<file path="src/rtl/core/fbct_pkg.sv">
// shared types and constants of the frustum box cull test
package fbct_pkg;

    localparam int NUM_PLANES = 6;
    localparam int NUM_AXES   = 3;
    localparam int NEAR_IDX   = 4;
    localparam int FAR_IDX    = 5;

    localparam int COORD_W    = 16;
    localparam int PROD_W     = 32;
    localparam int XF_W       = 33;
    localparam int TERM_W     = 49;
    localparam int SUM_W      = 51;
    localparam int OFF_SHIFT  = 8;
    localparam int D_SHIFT    = 16;

    localparam int CFG_IDX_W  = 4;
    localparam int CFG_DATA_W = 64;
    localparam int VEC3_W     = 48;
    localparam int PLANE_IDX_W = 3;

    localparam logic [CFG_IDX_W-1:0] REG_SCALE  = CFG_IDX_W'(6);
    localparam logic [CFG_IDX_W-1:0] REG_OFFSET = CFG_IDX_W'(7);

    localparam logic [VEC3_W-1:0] SCALE_RESET = 48'h0100_0100_0100;

    typedef logic signed [COORD_W-1:0] t_coord;
    typedef logic signed [PROD_W-1:0]  t_prod;
    typedef logic signed [XF_W-1:0]    t_xf;
    typedef logic signed [TERM_W-1:0]  t_term;
    typedef logic signed [SUM_W-1:0]   t_sum;

    typedef struct packed {
        t_coord z;
        t_coord y;
        t_coord x;
    } t_vec3;

    typedef struct packed {
        t_coord d;
        t_coord c;
        t_coord b;
        t_coord a;
    } t_plane;

    typedef struct packed {
        logic s1;
        logic s2;
        logic s3;
        logic s4;
    } t_pipe_en;

endpackage

</file>
<file path="src/rtl/core/fbct_xform.sv">
// model transform of both box corners: multiply stage then offset stage
module fbct_xform (
    input  logic              i_clk,
    input  fbct_pkg::t_pipe_en i_en,
    input  fbct_pkg::t_vec3   i_scale,
    input  fbct_pkg::t_vec3   i_offset,
    input  fbct_pkg::t_vec3   i_lo,
    input  fbct_pkg::t_vec3   i_hi,
    output fbct_pkg::t_xf     o_t_lo [fbct_pkg::NUM_AXES],
    output fbct_pkg::t_xf     o_t_hi [fbct_pkg::NUM_AXES]
);
    import fbct_pkg::*;

    t_coord scale_a [NUM_AXES];
    t_coord off_a   [NUM_AXES];
    t_coord lo_a    [NUM_AXES];
    t_coord hi_a    [NUM_AXES];

    t_prod r_p_lo [NUM_AXES];
    t_prod r_p_hi [NUM_AXES];
    t_xf   r_t_lo [NUM_AXES];
    t_xf   r_t_hi [NUM_AXES];

    assign scale_a = '{i_scale.x, i_scale.y, i_scale.z};
    assign off_a   = '{i_offset.x, i_offset.y, i_offset.z};
    assign lo_a    = '{i_lo.x, i_lo.y, i_lo.z};
    assign hi_a    = '{i_hi.x, i_hi.y, i_hi.z};

    always_ff @(posedge i_clk) begin
        for (int k = 0; k < NUM_AXES; k++) begin
            if (i_en.s1) begin
                r_p_lo[k] <= PROD_W'(scale_a[k]) * PROD_W'(lo_a[k]);
                r_p_hi[k] <= PROD_W'(scale_a[k]) * PROD_W'(hi_a[k]);
            end
            if (i_en.s2) begin
                r_t_lo[k] <= XF_W'(r_p_lo[k]) + (XF_W'(off_a[k]) <<< OFF_SHIFT);
                r_t_hi[k] <= XF_W'(r_p_hi[k]) + (XF_W'(off_a[k]) <<< OFF_SHIFT);
            end
        end
    end

    assign o_t_lo = r_t_lo;
    assign o_t_hi = r_t_hi;

endmodule

</file>
<file path="config.mk">
export PLATFORM = sky130hd
export DESIGN_NAME = fbct_xform
export DESIGN_NICKNAME = d
export VERILOG_FILES = /design/src/rtl/core/fbct_pkg.sv /design/src/rtl/core/fbct_xform.sv
export SDC_FILE = /design/constraint.sdc
export NUM_CORES = 2
export LEC_CHECK = 0
export BUFFER_PORTS_ARGS = -buffer_cell sky130_fd_sc_hd__buf_2
export CAP_MARGIN = 20
export CORE_UTILIZATION = 45
export DETAILED_ROUTE_END_ITERATION = 10
export SLEW_MARGIN = 20
export SYNTH_ARGS = -nofsm -noshare
export SYNTH_HDL_FRONTEND = slang
export SYNTH_SLANG_ARGS = --single-unit
</file>
<file path="constraint.sdc">
create_clock -name i_clk -period 10.3 [get_ports i_clk]
set_input_delay 2.06 -clock i_clk [delete_from_list [all_inputs] [get_ports i_clk]]
set_output_delay 2.06 -clock i_clk [all_outputs]
set_load 0.005 [all_outputs]
</file>
Word-level counts from Yosys, hierarchy flattened
Memories as Yosys holds them, arrays and structs flattened.
Cells that the tools add are included.
W data, S select, Z words.

cells by class
  mux-type cells = 2
  add/subtract/negate cells = 6
  multiply operators = 6

operators by type and width
  cell              count
  $add A32 B24 Y33  6
  $mul A16 B16 Y32  6
  $mux W1           2

word-level totals
  logic and storage cells = 22
  memories kept = 2
  register bits after elaboration = 198
  bits of input ports = 197
  bits in writable memories = 192

memory list
  memory  depth  bits a word  read ports  clocked after memory_dff  write ports  RTL line          RTL
  r_p_hi  3      32           3           0                         3            fbct_xform.sv:20  t_prod r_p_hi [NUM_AXES];
  r_p_lo  3      32           3           0                         3            fbct_xform.sv:19  t_prod r_p_lo [NUM_AXES];

Logic depth before layout (Yosys ltp)
  depth in word-level cells = 2
  mapped depth = 24
  gate-level depth less buffers = 22

Worst setup path after synthesis
No wires, ideal clock.

  path type = input -> register
  start = input port i_scale[15] (netlist name)
  end = memory r_p_lo[0][31] (netlist name), data pin
  data arrival time = 7.801 ns
  cell stages on the path = 21
  buffers on the path = 1
  data required time = 10.040 ns
  library setup time = 0.260 ns
  slack = 2.239 ns
  cells stage by stage = clkbuf_1 -> nand2_1 -> inv_1 -> fa_1 -> fa_1 -> fa_1 -> fa_1 -> fa_1 -> inv_1 -> fa_1 -> inv_1 -> ha_1 -> a211oi_1 -> o211ai_1 -> o32a_1 -> o311a_4 -> a221oi_2 -> a21oi_2 -> a211o_1 -> a21oi_2 -> xnor2_1

RTL lines
  what         RTL line          RTL
  from (decl)  fbct_xform.sv:5   input fbct_pkg::t_vec3 i_scale,
  to (decl)    fbct_xform.sv:19

==> impl_metrics.json <==
{
  "status": "complete, no violations",
  "synth_flop_cell": "edfxtp_1",
  "synth_xor_area_share_pct": 3.57,
  "hold_path.class": "reg2reg",
  "numCtsBuffers": 52,
  "fin_skew_ns": 0.0764,
  "cts_hold_buffers": 0,
  "path_class": "in2reg",
  "post-route-drc-count": 0,
  "fp.dieH_um": 415,
  "synth_top_family_by_area": "adder cells",
  "synth_edf_count": 390,
  "cts_sinks": 390,
  "synth_fa_ha_area_share_pct": 51.5,
  "die_x_um": 415,
  "synth_compound_area_share_pct": 6.38,
  "post_drt_wl_per_cell_um": 19.0,
  "syn_nets": 10138,
  "core_region_area_um2": 169000,
  "async_flop_share_pct": 0,
  "reg2regPathDepth": 10,
  "min_from": "r_p_hi[0][35]",
  "clockBufferDepth": 3,
  "synth_simple_gate_area_share_pct": 13.4,
  "ant_nets": 0,
  "h-tree-depth": 2,
  "synth-seq-area-share_pct": 15.3,
  "rsz0062_at_grt": "false",
  "hpwl_um": 157000,
  "clkTransAtPathRegs_ns": 0.05,
  "grt_max_degree": 116,
  "relSlewSlack_pct": 15.2,
  "syn-mean-instance-area_um2": 9.93,
  "crit_required_ns": 10.76,
  "row_count": 151,
  "drv_slew": 0,
  "io_pins": 395,
  "vias_per_cell": 5.15,
  "portBuffers": 392,
  "insertion_delay_ns": 0.72,
  "yosysUniqueCellTypes": 82,
  "cts.repair.resized": 0,
  "cts_tree": "yes",
  "syn_to_final_growth_pct": 7.58,
  "grt_pass1_vias": 57079,
  "max_clock_freq_mhz": 119,
  "drive_above_1_share_pct": 6.64,
  "first_pass_iters": 5,
  "nets": 10352,
  "period_minus_slack_ns": 8.42,
  "setup_viol": 0,
  "fin_cells": 10206,
  "start_util_pct": 45.3,
  "r2r_end": "o_t_lo[31]",
  "synthMuxAreaShare_pct": 0.0668,
  "syn_area_um2": 76700,
  "hold_end": "o_t_hi[36]",
  "die-area_um2": 172000,
  "layout_common_cells": "inv_1 (1,749), fa_1 (1,578), nand2_1 (799)",
  "syn_inst": 7727,
  "grt_overflow": 0,
  "worstSetupEndpointType": "flip-flop",
  "grt_usage_pct": 23.3,
  "gp_congestion": 0.901,
  "drv_cap": 0,
  "hold_violations": 0,
  "post-route-period-util_pct": 81.7,
  "dp_cells": 10105,
  "synth_warnings": 0,
  "reg2reg_slack_ns": 6.38,
  "whs_path_depth": 0,
  "antenna_found_initial": 22,
  "synth-seq-cells": 390,
  "wl_um": 194000,
  "cp_max_fo": 32,
  "setup_tns_ns": 0,
  "cts_root_buf": "clkbuf_16",
  "worstMarginPinSlew_ns": 1.26,
  "vias": 52595,
  "cp.arrival_ns": 8.88,
  "cts_setup_buffers": 0,
  "grt_pass1_wl_um": 315000,
  "final_common_cell": "inv_1",
  "crit_path_start_kind": "input pin",
  "reg2reg_from": "r_p_lo[0][72]",
  "first_iter_violations": 2804
}
worst max-delay path by stage:
| stage | start | endpoint | slack [ns] | depth (start not counted) |
|---|---|---|---|---|
| after floorplan | i_scale[15] | r_p_lo[0][31] | 2.24 | 21 |
| after global placement | i_scale[38] | r_p_lo[0][94] | 1.36 | 22 |
| after detailed placement | i_scale[38] | r_p_lo[0][94] | 1.33 | 22 |
| after CTS | i_scale[23] | r_p_hi[0][63] | 2.04 | 22 |
| after global routing | i_scale[23] | r_p_hi[0][63] | 1.62 | 22 |
| final | i_scale[23] | r_p_hi[0][63] | 1.88 | 22 |
Yosys cell counts (all sizes together) (31+ instances only):
cell / instances / share of area [%]
xor2: 68 / 0.78
clkbuf: 254 / 1.2
edfxtp: 390 / 15
nand2: 799 / 3.9
xnor2: 245 / 2.8
nand2b: 52 / 0.42
a21oi: 207 / 1.4
nor2: 233 / 1.1
nand3: 45 / 0.29
inv: 1749 / 8.6
ha: 636 / 10
nor3: 43 / 0.28
o21bai: 31 / 0.30
a21o: 117 / 1.1
fa: 1578 / 41
o21a: 61 / 0.60
and2: 762 / 6.2
o21ai: 123 / 0.80
a211oi: 31 / 0.31
layout make-up:
type                       count  area, um2
sequential                   390      11700
tap                         2218       2780
timing repair buffer         415       2180
inverter                    1749       6570
clock inverter                34        468
antenna                        4       10.0
clock buffer                  63       1340
multi-input combinational   5333      57500
fill                       15758      86700
critical path, stage by stage:
cell	delay [ns]
buf_2	0.61
nand2_1	0.17
fa_1	0.57
inv_1	0.06
fa_1	0.51
inv_1	0.06
fa_1	0.53
inv_1	0.05
fa_1	0.48
fa_1	0.50
inv_1	0.05
fa_1	0.47
inv_1	0.04
ha_1	0.36
nand4_1	0.10
or2_2	0.31
or4_1	0.49
a21boi_0	0.51
o221ai_1	0.27
a21oi_1	0.32
nor4_1	0.09
a311oi_1	0.26
registers in the layout, summed over array words and instances (netlist names):
register and flops:
r_p_hi 96, o_t_hi 99, o_t_lo 99, r_p_lo 96
routing by layer:
layer	GRT usage [%]	share of wire [%]
met1	30.6	43
met2	40.4	49
met3	2.62	4.7
met4	7.18	3.2
met5	0	0.0067
cell families (layout without fill, tap and decap cells):
kind of cell / Yosys count / in the layout
fa+ha+maj: 2214 / 2214
simple gates: 2063 / 2063
buf+inv: 2004 / 2261
compound gates: 738 / 738
flops: 390 / 390
xor+xnor: 313 / 313
mux: 5 / 5
other cells: 0 / 4
per-stage QoR:
step | setup slack (ns) | utilization [%] | hold slack [ns] | area [um2]
floorplan | 2.24 | - | 0.400 | 76700
global placement | 1.36 | 47.7 | 0.401 | 80700
finish | 1.88 | 48.8 | 0.417 | 82600
CTS | 2.04 | 48.8 | 0.414 | 82600
detailed placement | 1.33 | 47.7 | 0.405 | 80700
global route | 1.62 | 48.8 | 0.418 | 82600
Power is not shown: default switching activity piles up to over one toggle a cycle in this logic, so the estimate is an artifact.
